<file path="config.mk">
export PLATFORM = sky130hd
export DESIGN_NAME = record_playback_mode_controller_top
export DESIGN_NICKNAME = d
export VERILOG_FILES = /design/src/hdl/rpmc_pkg.sv /design/src/hdl/record_playback_mode_controller_top.sv /design/src/hdl/rpmc_in_stage.sv /design/src/hdl/rpmc_mode_fsm.sv /design/src/hdl/rpmc_out_stage.sv
export SDC_FILE = /design/constraint.sdc
export NUM_CORES = 1
export LEC_CHECK = 0
export BUFFER_PORTS_ARGS = -buffer_cell sky130_fd_sc_hd__clkbuf_2
export CAP_MARGIN = 25
export CORE_MARGIN = 5
export CORE_UTILIZATION = 55
export CTS_CLUSTER_DIAMETER = 150
export CTS_CLUSTER_SIZE = 14
export DETAILED_ROUTE_END_ITERATION = 8
export GPL_ROUTABILITY_DRIVEN = 0
export PLACE_DENSITY = 0.81
export SLEW_MARGIN = 20
export SYNTH_ARGS = -nofsm -noshare
export SYNTH_HDL_FRONTEND = slang
export SYNTH_SLANG_ARGS = --single-unit
export TNS_END_PERCENT = 1
</file>
<file path="constraint.sdc">
create_clock -name clk -period 5.1 [get_ports clk]
set_input_delay 0.51 -clock clk [delete_from_list [all_inputs] [get_ports clk]]
set_output_delay 0.51 -clock clk [all_outputs]
set_load 0.01 [all_outputs]
</file>
<file path="src/hdl/rpmc_pkg.sv">
package rpmc_pkg;

	typedef enum logic [2:0] {
		MODE_PASS    = 3'd0,
		MODE_RECORD  = 3'd1,
		MODE_ARMED   = 3'd2,
		MODE_PLAYING = 3'd3,
		MODE_ERROR   = 3'd4
	} mode_t;

	typedef enum logic [2:0] {
		CMD_MODE_SET       = 3'd0,
		CMD_PLAY_START     = 3'd1,
		CMD_PLAY_ABORT     = 3'd2,
		CMD_PLAY_FINISH    = 3'd3,
		CMD_PROTOCOL_FAULT = 3'd4,
		CMD_LINK_FAULT     = 3'd5
	} cmd_t;

	typedef enum logic [2:0] {
		RSN_OK         = 3'd0,
		RSN_BAD_TARGET = 3'd1,
		RSN_BAD_TRANS  = 3'd2,
		RSN_ABORTED    = 3'd3,
		RSN_FINISHED   = 3'd4,
		RSN_PROTOCOL   = 3'd5,
		RSN_LINK       = 3'd6
	} reason_t;

	localparam int unsigned CommandWidth = 3;
	localparam int unsigned TargetWidth  = 8;

	// one captured command transaction
	typedef struct packed {
		logic [CommandWidth-1:0] command;
		logic [TargetWidth-1:0]  target;
	} item_t;

	// one result transaction
	typedef struct packed {
		mode_t   mode_now;
		reason_t reason;
		logic    accepted;
		logic    flush_queue;
		logic    flush_keys;
		logic    release_all;
		logic    physical_allowed;
		logic    recording;
	} result_t;

endpackage

</file>
<file path="src/hdl/record_playback_mode_controller_top.sv">
// channel | valid      | stall      | payload
// cmd     | cmd_valid  | cmd_stall  | command, target
// rslt    | rslt_valid | rslt_stall | mode_now, reason, accepted, flush_queue,
//         |            |            | flush_keys, release_all,
//         |            |            | physical_allowed, recording
// one transaction per cycle sustained while rslt_stall is low; a command passes through
// the input register, then the result register, before its result is offered
// the mode register updates as the command leaves the input register
// arst_n clears both valid flags and puts the mode at pass
// a stalled result holds its payload; cmd_stall rises only when both stages are full and rslt_stall is high
module record_playback_mode_controller_top (
	input  logic       clk,
	input  logic       arst_n,
	input  logic       cmd_valid,
	output logic       cmd_stall,
	input  logic [2:0] command,
	input  logic [7:0] target,
	output logic       rslt_valid,
	input  logic       rslt_stall,
	output logic [2:0] mode_now,
	output logic [2:0] reason,
	output logic       accepted,
	output logic       flush_queue,
	output logic       flush_keys,
	output logic       release_all,
	output logic       physical_allowed,
	output logic       recording
);
	import rpmc_pkg::*;

	logic    valid_s1;
	logic    advance;
	item_t   item_s1;
	result_t result;
	result_t result_s2;

	// input register: captures command transactions
	rpmc_in_stage u_in_stage (
		.clk       (clk),
		.arst_n    (arst_n),
		.cmd_valid (cmd_valid),
		.cmd_stall (cmd_stall),
		.command   (command),
		.target    (target),
		.advance   (advance),
		.valid_s1  (valid_s1),
		.item_s1   (item_s1)
	);

	// mode register and decode of the registered command
	rpmc_mode_fsm u_mode_fsm (
		.clk     (clk),
		.arst_n  (arst_n),
		.fire    (valid_s1 && advance),
		.item_s1 (item_s1),
		.result  (result)
	);

	// result register toward the consumer
	rpmc_out_stage u_out_stage (
		.clk        (clk),
		.arst_n     (arst_n),
		.valid_s1   (valid_s1),
		.result     (result),
		.rslt_stall (rslt_stall),
		.advance    (advance),
		.rslt_valid (rslt_valid),
		.result_s2  (result_s2)
	);

	// pulses are qualified by rslt_valid; each lasts one transaction
	assign mode_now         = result_s2.mode_now;
	assign reason           = result_s2.reason;
	assign accepted         = result_s2.accepted;
	assign flush_queue      = result_s2.flush_queue;
	assign flush_keys       = result_s2.flush_keys;
	assign release_all      = result_s2.release_all;
	assign physical_allowed = result_s2.physical_allowed;
	assign recording        = result_s2.recording;

endmodule

</file>
<file path="src/hdl/rpmc_in_stage.sv">
module rpmc_in_stage (
	input  logic           clk,
	input  logic           arst_n,
	input  logic           cmd_valid,
	output logic           cmd_stall,
	input  logic [2:0]     command,
	input  logic [7:0]     target,
	input  logic           advance,
	output logic           valid_s1,
	output rpmc_pkg::item_t item_s1
);
	import rpmc_pkg::*;

	logic load;

	// stage may refill when empty or when its item moves on this cycle
	assign cmd_stall = valid_s1 && !advance;
	assign load      = cmd_valid && !cmd_stall;

	always_ff @(posedge clk or negedge arst_n) begin
		if (!arst_n) begin
			valid_s1 <= 1'b0;
		end else if (!cmd_stall) begin
			valid_s1 <= cmd_valid;
		end
	end

	always_ff @(posedge clk) begin
		if (load) begin
			item_s1.command <= command;
			item_s1.target  <= target;
		end
	end

endmodule

</file>
<file path="src/hdl/rpmc_mode_fsm.sv">
module rpmc_mode_fsm (
	input  logic              clk,
	input  logic              arst_n,
	input  logic              fire,
	input  rpmc_pkg::item_t   item_s1,
	output rpmc_pkg::result_t result
);
	import rpmc_pkg::*;

	mode_t   mode_q;
	mode_t   mode_nxt;
	mode_t   tgt_mode;
	logic    tgt_ok;
	logic    tgt_pass;
	reason_t reason;
	logic    ok;
	logic    clr_q;
	logic    phys;

	// valid targets are pass, record and armed
	assign tgt_ok   = (item_s1.target[7:2] == 6'd0) && (item_s1.target[1:0] != 2'b11);
	assign tgt_mode = mode_t'({1'b0, item_s1.target[1:0]});
	assign tgt_pass = (item_s1.target == 8'd0);

	always_ff @(posedge clk or negedge arst_n) begin
		if (!arst_n) begin
			mode_q <= MODE_PASS;
		end else if (fire) begin
			mode_q <= mode_nxt;
		end
	end

	always_comb begin
		mode_nxt = mode_q;
		unique case (item_s1.command)
			CMD_MODE_SET: begin
				if (tgt_ok) begin
					if (tgt_pass) begin
						mode_nxt = MODE_PASS;
					end else if (mode_q == MODE_PASS) begin
						mode_nxt = tgt_mode;
					end
				end
			end
			CMD_PLAY_START: begin
				if (mode_q == MODE_ARMED) begin
					mode_nxt = MODE_PLAYING;
				end
			end
			CMD_PLAY_ABORT: begin
				if (mode_q == MODE_ARMED || mode_q == MODE_PLAYING) begin
					mode_nxt = MODE_ARMED;
				end
			end
			CMD_PLAY_FINISH: begin
				if (mode_q == MODE_PLAYING) begin
					mode_nxt = MODE_ARMED;
				end
			end
			CMD_PROTOCOL_FAULT, CMD_LINK_FAULT: begin
				if (mode_q != MODE_PASS && mode_q != MODE_ERROR) begin
					mode_nxt = MODE_ERROR;
				end
			end
			default: begin
			end
		endcase
	end

	always_comb begin
		reason = RSN_BAD_TRANS;
		ok     = 1'b0;
		clr_q  = 1'b0;
		phys   = 1'b0;
		unique case (item_s1.command)
			CMD_MODE_SET: begin
				if (!tgt_ok) begin
					reason = RSN_BAD_TARGET;
				end else if (tgt_pass) begin
					reason = RSN_OK;
					ok     = 1'b1;
					clr_q  = (mode_q != MODE_PASS);
					phys   = (mode_q != MODE_PASS);
				end else if (tgt_mode == mode_q) begin
					reason = RSN_OK;
					ok     = 1'b1;
				end else if (mode_q == MODE_PASS) begin
					reason = RSN_OK;
					ok     = 1'b1;
					clr_q  = 1'b1;
					phys   = 1'b1;
				end
			end
			CMD_PLAY_START: begin
				if (mode_q == MODE_ARMED) begin
					reason = RSN_OK;
					ok     = 1'b1;
					phys   = 1'b1;
				end
			end
			CMD_PLAY_ABORT: begin
				if (mode_q == MODE_ARMED || mode_q == MODE_PLAYING) begin
					reason = RSN_ABORTED;
					ok     = 1'b1;
					clr_q  = 1'b1;
					phys   = 1'b1;
				end
			end
			CMD_PLAY_FINISH: begin
				if (mode_q == MODE_PLAYING) begin
					reason = RSN_FINISHED;
					ok     = 1'b1;
					clr_q  = 1'b1;
					phys   = 1'b1;
				end
			end
			CMD_PROTOCOL_FAULT, CMD_LINK_FAULT: begin
				reason = (item_s1.command == CMD_PROTOCOL_FAULT) ? RSN_PROTOCOL : RSN_LINK;
				ok     = 1'b1;
				// pass only reports, error is already latched
				clr_q  = (mode_q != MODE_PASS && mode_q != MODE_ERROR);
				phys   = (mode_q != MODE_PASS && mode_q != MODE_ERROR);
			end
			default: begin
			end
		endcase
	end

	always_comb begin
		result.mode_now         = mode_nxt;
		result.reason           = reason;
		result.accepted         = ok;
		result.flush_queue      = clr_q;
		result.flush_keys       = phys;
		result.release_all      = phys;
		result.physical_allowed = (mode_nxt == MODE_PASS || mode_nxt == MODE_RECORD);
		result.recording        = (mode_nxt == MODE_RECORD);
	end

endmodule

</file>
<file path="src/hdl/rpmc_out_stage.sv">
module rpmc_out_stage (
	input  logic              clk,
	input  logic              arst_n,
	input  logic              valid_s1,
	input  rpmc_pkg::result_t result,
	input  logic              rslt_stall,
	output logic              advance,
	output logic              rslt_valid,
	output rpmc_pkg::result_t result_s2
);
	import rpmc_pkg::*;

	// register takes a new transaction when empty or being drained
	assign advance = !rslt_valid || !rslt_stall;

	always_ff @(posedge clk or negedge arst_n) begin
		if (!arst_n) begin
			rslt_valid <= 1'b0;
		end else if (advance) begin
			rslt_valid <= valid_s1;
		end
	end

	always_ff @(posedge clk) begin
		if (advance && valid_s1) begin
			result_s2 <= result;
		end
	end

endmodule

</file>
==> flow_summary.toml, run 1 <==
[timing]
period_minus_slack_ps = 1849
count_of_final_max_slew_check_failures = 0
fmaxAchievable_ghz = 0.5409
worst_slew_margin_rel = 0.6910
setup_total_negative_slack_ps = 0
clock-skew-final_ps = 6.287
period_share = 0.3625
setup_viol_count_final = 0
final_hold_viol_count = 0
rsz0062_at_grt = "no"
worstMarginPinSlew_ps = 463.5

[critical_path]
critPathLaunchType = "flip-flop"
timing.critical_path.from = "u_mode_fsm.mode_q[0]$_DFFE_PN0P_"
crit_required_ps = 5170
reg_to_reg_slack_setup_ps = 3250
crit_type = "flip-flop to flip-flop"
rr_startpoint = "u_mode_fsm.mode_q[0]$_DFFE_PN0P_"
worst_setup_path_end_kind = "flip-flop"
critical_path_arrival_ps = 1910
critical_path_maximum_fanout = 13

[power]
combPwrFrac = 0.210
sequentialPowerShare = 0.608
internal_power_mw = 0.3481
ir_drop_mv = 0.3057
power.clock.fraction = 0.182
power_density_nw_per_um2 = 342.1
total_leakage_power_nw = 0.5918
netSwitchingFraction = 0.3007
p_switching_mw = 0.1497

[layout]
finalCoreUtilization = 0.6454
layout_commonest_cell = "clkbuf_2"
layout.nets = 147
fill_cells = 199
area_delta_synth_final_pct = 10.76
layout_common_cells = "clkbuf_2 (28), edfxtp_1 (22), inv_1 (8), nand2_1 (8), nor2_1 (6)"
num_antenna_cells = 0
layout.cells.non_filler = 159
multi_input_area_sq_um = 427.9
area.sequential_sq_um = 785.8
post_route_cells_drive_above_1_share = 0.3130

[place]
port_buffers = 28
numPlacedInstances = 154
place_hpwl_mm = 1.886

[clocking]
cts-root-buf = "clkbuf_4"
cts_max_level = 1
clk_path_buf_depth = 2
cts_tree = "built"
worst_skew_pair.late_latency_ps = 310
cts-buffers-inserted = 3
cts_hold_buffers = 1
clkTransAtPathRegs_ps = 140
cts.sinks = 27
post-cts-setup-buffer-count = 0
ctsResizeCount = 0

[floorplan]
core_sq_um = 2255
initial_core_util = 0.5827
dieArea_sq_um = 3466
fp.dieW_um = 58.88
ioPinCount = 29
fp.dieH_um = 58.88
floorplan.rows = 17

[yosys]
synth_area_per_cell_sq_um = 12.28
synthesis.yosys.warnings = 0
synth_area_sq_um = 1314
number_of_synthesized_register_bits = 27
post_synth_num_cell_types = 46
synthArstFlopShare = 0.1852
postSynthNetCount = 122
synth_edf_count = 22
syn_inst = 107
yosysSeqAreaShare = 0.5981
dominantRegCellSynth = "edfxtp_1"

[global_route]
antenna_violations_before_repair = 0
grt_start_max_net_pins = 15
grt.total_usage = 0.1539
grt_pass1_wl_mm = 4.043
grt_pass1_vias = 880
grt_remaining_overflow = 0

[route]
drt_pre_antenna_iters = 4
number_of_design_rule_violations_left_by_the_first_detailed_router_iteration = 21
postRouteAntennaNets = 0
viasPerCell = 5.767
routed_vias = 917
finalWirelength_mm = 2.494
detail_route.drc_violations = 0
avgRoutedWirePerCell_um = 15.69

[run_status]
status = "complete, no violations"

[min_path]
worst_hold_startpoint = "target[6]"
worstHoldPathType = "input port to flip-flop"

[flow_run]
max_cap_viol_count = 0
==> sequential cells by signal, summed over array words and instances (netlist names) <==
| register | cells |
|---|---|
| u_in_stage.item_s1 | 11 |
| u_out_stage.result_s2 | 11 |
| u_mode_fsm.mode_q | 3 |
| u_in_stage.valid_s1 | 1 |
| u_out_stage.rslt_valid | 1 |
==> critical path, stage by stage, from the launching register on <==
cell	delay, ps
dfrtp_1	550
or2b_2	370
a31o_2	250
a222oi_1	290
o31ai_1	130
==> cell usage after synthesis (2+ instances only) <==
| cell | instances | area [sq um] |
|---|---|---|
| inv_1 | 8 | 30.03 |
| nand3_1 | 3 | 15.01 |
| o21ai_0 | 3 | 15.01 |
| nor2_1 | 6 | 22.52 |
| buf_4 | 3 | 22.52 |
| buf_6 | 3 | 33.78 |
| o22ai_1 | 2 | 12.51 |
| nand2b_1 | 2 | 12.51 |
| nand2_1 | 8 | 30.03 |
| dfrtp_1 | 5 | 125.1 |
| edfxtp_1 | 22 | 660.6 |
| nor2b_1 | 3 | 18.77 |
| nor3_1 | 2 | 10.01 |
| a31oi_1 | 2 | 12.51 |
| a21oi_1 | 3 | 15.01 |
| o211ai_1 | 2 | 15.01 |
==> logic make-up (layout without fill, tap and decap cells) <==
kind of cell              count (synthesis)  in the layout  synth area share
and+or+nand+nor                          35             35            0.1581
DFF                                      27             27            0.5981
AOI/OAI and AO/OA                        25             25            0.1448
buffers and inverters                    17             41           0.07618
muxes                                     2              2           0.01619
xor gates and xnor gates                  1              1          0.006668
==> stage by stage <==
stage	setup slack, ps	hold WS, ps	area (sq um)	power (mW)
after CTS	3261	348.3	1455	0.5015
after global routing	3171	330.8	1455	0.5269
after floorplan	3414	214.4	1314	0.3825
final	3251	361.1	1455	0.4978
after global placement	3322	328.3	1419	0.4031
after detailed placement	3278	331.6	1419	0.4113
==> layout make-up <==
| class | instances | area share |
|---|---|---|
| clock buffers | 4 | 0.01806 |
| inverters | 8 | 0.02064 |
| multi-input cells | 63 | 0.2941 |
| flip-flops and latches | 27 | 0.5400 |
| well taps | 28 | 0.02408 |
| repair buffers | 29 | 0.1032 |
==> metal layers <==
layer,up-vias,GRT usage,routed length [um]
met5,-,0,0
met4,0,0.03883,17
met3,2,0.02193,157
met2,40,0.2760,1281
met1,428,0.1935,1037
li1,447,-,-
==> worst paths after layout <==
kind	to	cells after the start
min in group asynchronous	u_out_stage.rslt_valid$_DFFE_PN0N_	2
max in group asynchronous	u_in_stage.valid_s1$_DFFE_PN0N_	2
max reg2reg	u_out_stage.result_s2[3]$_DFFE_PP_	4
min reg2reg	u_out_stage.rslt_valid$_DFFE_PN0N_	1
min	u_in_stage.item_s1[6]$_DFFE_PP_	1
max	u_out_stage.result_s2[3]$_DFFE_PP_	4
==> power by group through the flow <==
stage          logic (mW)  clock network [mW]  registers, mW
2_1_floorplan      0.0918                   0          0.291
3_3_place_gp       0.0996                   0          0.304
3_5_place_dp        0.104                   0          0.307
4_1_cts             0.105              0.0943          0.302
5_1_grt             0.116               0.105          0.306
6_report            0.105              0.0906          0.303
(Power assumes the default switching activity.)
==> run 2, diff against run 1 <==
--- a/config.mk
+++ b/config.mk
@@ -8,12 +8,12 @@
 export BUFFER_PORTS_ARGS = -buffer_cell sky130_fd_sc_hd__clkbuf_2
 export CAP_MARGIN = 25
 export CORE_MARGIN = 5
-export CORE_UTILIZATION = 55
+export CORE_UTILIZATION = 47
 export CTS_CLUSTER_DIAMETER = 150
 export CTS_CLUSTER_SIZE = 14
 export DETAILED_ROUTE_END_ITERATION = 8
 export GPL_ROUTABILITY_DRIVEN = 0
-export PLACE_DENSITY = 0.81
+export PLACE_DENSITY = 0.73
 export SLEW_MARGIN = 20
 export SYNTH_ARGS = -nofsm -noshare
 export SYNTH_HDL_FRONTEND = slang
==> constraint.sdc (replaced) <==
create_clock -name clk -period 1.5 [get_ports clk]
set_input_delay 0.15 -clock clk [delete_from_list [all_inputs] [get_ports clk]]
set_output_delay 0.15 -clock clk [all_outputs]
set_load 0.01 [all_outputs]
==> run 2 against run 1 <==
  * The run now ends with negative setup slack left
  * Worst hold slack worse by 340 ps
  * Maximum frequency is 9.5% higher
  * Cell area is 29% higher
  * Setup slack worse by 3400 ps
  * Power grew to 3.8 times the previous value
  * Via count is 21% higher
  * First-iteration DRC count is 33% higher
  * Wire length is 19% higher
==> flow_summary.toml, run 2 (synthesis gave the netlist of run 1 again) <==
[run_status]
status = "finished, violations left"
violations_in_the_final_reports = "negative setup slack"

[critical_path]
critPathLaunchType = "flip-flop"
worst_setup_path_end_kind = "flip-flop"
crit_required_ps = 1590
critical_path_arrival_ps = 1780
crit_type = "flip-flop to flip-flop"
cp_slowest_cell = "edfxtp_1"
critical_path_maximum_fanout = 4
slowest_delay_ps = 450
list_of_cells_traversed_by_the_critical_path = "or3_1 > a31o_1 > a21bo_2 > and3_1"

[timing]
holdWs_ps = 25.17
setup_viol_count_final = 11
final_hold_viol_count = 0
rsz0062_at_grt = "yes"
clock-skew-final_ps = 1.384
period_share = 1.125
setup_total_negative_slack_ps = -1039
worstMarginPinSlew_ps = 365.2
period_minus_slack_ps = 1688
worst_slew_margin_rel = 0.7565
fin_ws_ps = -188.0
fmaxAchievable_ghz = 0.5924
count_of_final_max_slew_check_failures = 0

[floorplan]
dieArea_sq_um = 3953
ioPinCount = 29
fp.dieW_um = 62.87
initial_core_util = 0.4848
floorplan.rows = 19
fp.dieH_um = 62.87
core_sq_um = 2710

[global_route]
grt_remaining_overflow = 0
grt_pass1_wl_mm = 4.974
grt.total_usage = 0.1560
grt_pass1_vias = 1144
grt_start_max_net_pins = 16
antenna_violations_before_repair = 0

[clocking]
cts-buffers-inserted = 3
clkTransAtPathRegs_ps = 140
cts_max_level = 1
cts_tree = "built"
cts-root-buf = "clkbuf_4"
worst_skew_pair.late_latency_ps = 320
clk_path_buf_depth = 2
cts.sinks = 27

[route]
finalWirelength_mm = 2.978
routed_vias = 1111
detail_route.drc_violations = 0
viasPerCell = 5.367
avgRoutedWirePerCell_um = 14.39
postRouteAntennaNets = 0
number_of_design_rule_violations_left_by_the_first_detailed_router_iteration = 28
drt_pre_antenna_iters = 4

[layout]
layout_common_cells = "buf_4 (33), clkbuf_2 (28), edfxtp_1 (22)"
post_route_cells_drive_above_1_share = 0.4830
layout.nets = 192
largestRegisters = "u_in_stage.item_s1 x11, u_out_stage.result_s2 x11, u_mode_fsm.mode_q x3"
layout_commonest_cell = "buf_4"
area_delta_synth_final_pct = 43.24
num_antenna_cells = 0
finalCoreUtilization = 0.6944
final_area_sq_um = 1882
layout.cells.non_filler = 207

[place]
place_hpwl_mm = 2.137
numPlacedInstances = 188
place_area_sq_um = 1655
dpl_worst_slack_ps = -198.5
port_buffers = 28

[power]
total_chip_power_mw = 1.909
total_leakage_power_nw = 0.8194
power_density_nw_per_um2 = 1015
ir_drop_mv = 1.025

[min_path]
worstHoldPathType = "input port to flip-flop"

[flow_run]
max_cap_viol_count = 0
run 2: cell types whose count changed in the layout (fill, tap and decap cells not counted), sizes merged:
cell         delta
buf            +34
clkbuf          -1
clkinv          +1
dlygate4sd3    +11
run 2: timing repair:
action	in CTS	in global routing
endpoints found under the hold margin	16	0
resized for setup	5	7
hold buffers	12	0
setup endpoints to repair	11	14
cloned	0	0
pin swaps	8	4
buffers inserted	3	0
run 2: metal layers:
layer  track usage  share of wire
met1        0.1544           0.37
met2        0.3103           0.56
met3       0.01978          0.051
met4       0.07162          0.025
met5             0              0
run 2: worst paths after layout:
kind,startpoint,end,slack (ps),depth (start not counted)
min reg2reg,u_in_stage.valid_s1$_DFFE_PN0N_,u_out_stage.rslt_valid$_DFFE_PN0N_,520,1
min in group asynchronous,arst_n,u_in_stage.valid_s1$_DFFE_PN0N_,150,2
min,cmd_valid,u_in_stage.valid_s1$_DFFE_PN0N_,30,2
max reg2reg,u_in_stage.item_s1[10]$_DFFE_PP_,u_out_stage.result_s2[1]$_DFFE_PP_,-190,4
max in group asynchronous,arst_n,u_mode_fsm.mode_q[1]$_DFFE_PN0P_,1210,2
max,u_in_stage.item_s1[10]$_DFFE_PP_,u_out_stage.result_s2[1]$_DFFE_PP_,-190,4
run 2: area by class of cell:
cell class / count / area (sq um)
sequential: 27 / 785.8
inverter: 8 / 30.03
clock buffer: 3 / 22.52
multi-input combinational: 63 / 480.5
fill: 196 / 828.3
timing repair buffer: 74 / 519.2
clock inverter: 1 / 5.005
tap: 31 / 38.79
run 2: critical path, delay by kind of cell (launching register included):
kind,cells,cell delay (ps)
and+or+nand+nor,2,540
DFF,1,450
AOI/OAI and AO/OA,2,460
run 2: where the power goes:
group          leakage (nW)  internal, mW  switching (mW)
Sequential            0.271         0.918          0.0467
Combinational         0.531         0.326           0.315
Clock                0.0177        0.0999           0.204
==> run 3, diff against run 2 <==
--- a/config.mk
+++ b/config.mk
@@ -8,14 +8,15 @@
 export BUFFER_PORTS_ARGS = -buffer_cell sky130_fd_sc_hd__clkbuf_2
 export CAP_MARGIN = 25
 export CORE_MARGIN = 5
-export CORE_UTILIZATION = 47
+export CORE_UTILIZATION = 48
 export CTS_CLUSTER_DIAMETER = 150
 export CTS_CLUSTER_SIZE = 14
 export DETAILED_ROUTE_END_ITERATION = 8
 export GPL_ROUTABILITY_DRIVEN = 0
-export PLACE_DENSITY = 0.73
+export PLACE_DENSITY = 0.75
 export SLEW_MARGIN = 20
 export SYNTH_ARGS = -nofsm -noshare
 export SYNTH_HDL_FRONTEND = slang
+export SYNTH_HIERARCHICAL = 1
 export SYNTH_SLANG_ARGS = --single-unit
 export TNS_END_PERCENT = 1
==> run 3 against run 2 <==
  * The run still ends with negative setup slack left
  * Via count fell by 5.0%
  * Area after synthesis is 1.4% higher
  * Synthesized cell count decreased by 4.7%
  * Combinational power is 37% lower
  * Clock-buffer cell count rose by 1
  * Sequential cell count is 1 higher
  * Critical path type unchanged
  * Largest cell class unchanged
  * Highest routed layer unchanged
==> flow_summary.toml, run 3 <==
[layout]
layout_commonest_cell = "clkbuf_2"
regMostFlops = "u_out_stage/result_s2"
finalCoreUtilization = 0.6856
final_area_sq_um = 1858
layout_common_cells = "clkbuf_2 (28), buf_4 (25), edfxtp_1 (23)"
layout.nets = 178
post_route_cells_drive_above_1_share = 0.4815
largestRegisters = "u_out_stage/result_s2 x12, u_in_stage/item_s1 x11, u_mode_fsm/mode_q x3"
area_delta_synth_final_pct = 39.44
num_antenna_cells = 0
largest_register_ffs = 12

[route]
postRouteAntennaNets = 0
number_of_design_rule_violations_left_by_the_first_detailed_router_iteration = 48
avgRoutedWirePerCell_um = 14.66
drt_pre_antenna_iters = 4
routed_vias = 1056
finalWirelength_mm = 2.830
viasPerCell = 5.472
detail_route.drc_violations = 0

[timing]
count_of_final_max_slew_check_failures = 0
worst_slew_margin_rel = 0.7407
period_minus_slack_ps = 1740
period_share = 1.160
worstMarginPinSlew_ps = 389.0
final_hold_viol_count = 0
rsz0062_at_grt = "yes"
clock-skew-final_ps = 4.988
setup_viol_count_final = 15
fmaxAchievable_ghz = 0.5746
fin_ws_ps = -240.3

[clocking]
clkTransAtPathRegs_ps = 150
cts-root-buf = "clkbuf_4"
cts_tree = "built"
cts-buffers-inserted = 3
cts_max_level = 1
cts.sinks = 28
worst_skew_pair.late_latency_ps = 320
clk_path_buf_depth = 2

[yosys]
syn_inst = 102
synth_area_per_cell_sq_um = 13.06
number_of_synthesized_register_bits = 28
dominantRegCellSynth = "edfxtp_1"
postSynthNetCount = 117
post-synth-top-count-cell = "edfxtp_1"
synth_top_area_cell = "edfxtp_1"
yosysSeqAreaShare = 0.6122
post_synth_num_cell_types = 45
synth_top_cell_area_share = 0.5183
synthesis.yosys.warnings = 6
synth.top_cells.by_count = "edfxtp_1 (23), nand2_1 (7), nor2_1 (6), dfrtp_1 (5), buf_4 (4)"
synth_area_sq_um = 1333
netlist_top_cells_area = "edfxtp_1 (52%), dfrtp_1 (9.4%), buf_4 (2.3%)"
synth_edf_count = 23
synthArstFlopShare = 0.1786

[critical_path]
worst_setup_path_end_kind = "flip-flop"
crit_type = "flip-flop to flip-flop"
critical_path_maximum_fanout = 6
critPathLaunchType = "flip-flop"
crit_required_ps = 1590
critical_path_arrival_ps = 1830

[floorplan]
fp.dieH_um = 62.69
core_sq_um = 2710
ioPinCount = 29
fp.dieW_um = 62.69
dieArea_sq_um = 3930
floorplan.rows = 19
initial_core_util = 0.4917

[place]
dpl_worst_slack_ps = -241.0
place_area_sq_um = 1633
port_buffers = 28
place_hpwl_mm = 1.978

[min_path]
worstHoldPathType = "input port to flip-flop"

[global_route]
grt_pass1_wl_mm = 4.850
grt_remaining_overflow = 0
grt.total_usage = 0.1527
antenna_violations_before_repair = 0
grt_start_max_net_pins = 16
grt_pass1_vias = 1106

[power]
total_chip_power_mw = 1.753
power_density_nw_per_um2 = 943.5
total_leakage_power_nw = 0.8013
ir_drop_mv = 0.6719

[flow_run]
max_cap_viol_count = 0

[run_status]
status = "finished, violations left"
violations_in_the_final_reports = "negative setup slack"
-- run 3: critical path, stage by stage (launching register included) --
cell	delay, ps
edfxtp_1	490
buf_4	180
nor4_4	190
nand2_2	120
a311o_2	360
nor3b_2	160
-- run 3: worst paths after layout --
path	end	slack (ps)	from	cells after the start
hold reg to reg	u_out_stage/rslt_valid$_DFFE_PN0P_	570	u_in_stage/valid_s1$_DFFE_PN0N_	1
hold / removal	u_in_stage/valid_s1$_DFFE_PN0N_	30	cmd_valid	2
setup reg to reg	u_out_stage/result_s2[0]$_DFFE_PP_	-240	u_in_stage/item_s1[1]$_DFFE_PP_	5
setup / recovery	u_out_stage/result_s2[0]$_DFFE_PP_	-240	u_in_stage/item_s1[1]$_DFFE_PP_	5
min in group asynchronous	u_out_stage/rslt_valid$_DFFE_PN0P_	180	arst_n	2
max in group asynchronous	u_mode_fsm/mode_q[0]$_DFFE_PN0P_	1170	arst_n	2
-- run 3: timing repair --
item,in CTS,in global routing
hold buffers,12,0
endpoints found under the setup margin,14,15
pin swaps,3,2
endpoints found under the hold margin,16,0
resized for setup,6,2
setup buffers,5,0
-- run 3: cell type report --
cell class	count	area, sq um
Fill cell	184	852.1
Inverter	3	11.26
Multi-Input combinational cell	62	505.5
Clock buffer	4	36.28
Timing Repair Buffer	65	447.9
Tap cell	31	38.79
Sequential cell	28	818.3
-- run 3: through the flow --
stage | hold WS [ps] | instances | TNS [ps]
floorplan | -145.6 | 102 | -556.1
global placement | -30.33 | 172 | -892.6
detailed placement | -25.02 | 172 | -1711
CTS | 28.60 | 193 | -1462
global route | 19.11 | 193 | -3273
finish | 28.18 | 193 | -2010
-- run 3: report_power, final --
part / switching (mW) / leakage, nW / internal, mW
Clock: 0.213 / 0.0210 / 0.148
Sequential: 0.0593 / 0.282 / 0.928
Combinational: 0.189 / 0.498 / 0.216
-- run 3: per-layer routing --
layer	wire (um)	share of wire	vias to the layer above	track usage
met1	1116	0.39	501	0.1588
met3	180	0.064	7	0.04496
met5	0	0	-	0
li1	-	-	504	-
met2	1476	0.52	44	0.2759
met4	57	0.020	0	0.07427
-- run 3: logic make-up after synthesis --
group | count (synthesis) | share of synthesized area
flip-flops | 28 | 0.6122
multiplexers | 3 | 0.02816
AO/OA/AOI/OAI | 20 | 0.1258
buffers and inverters | 12 | 0.04789
AND/OR/NAND/NOR | 39 | 0.1859
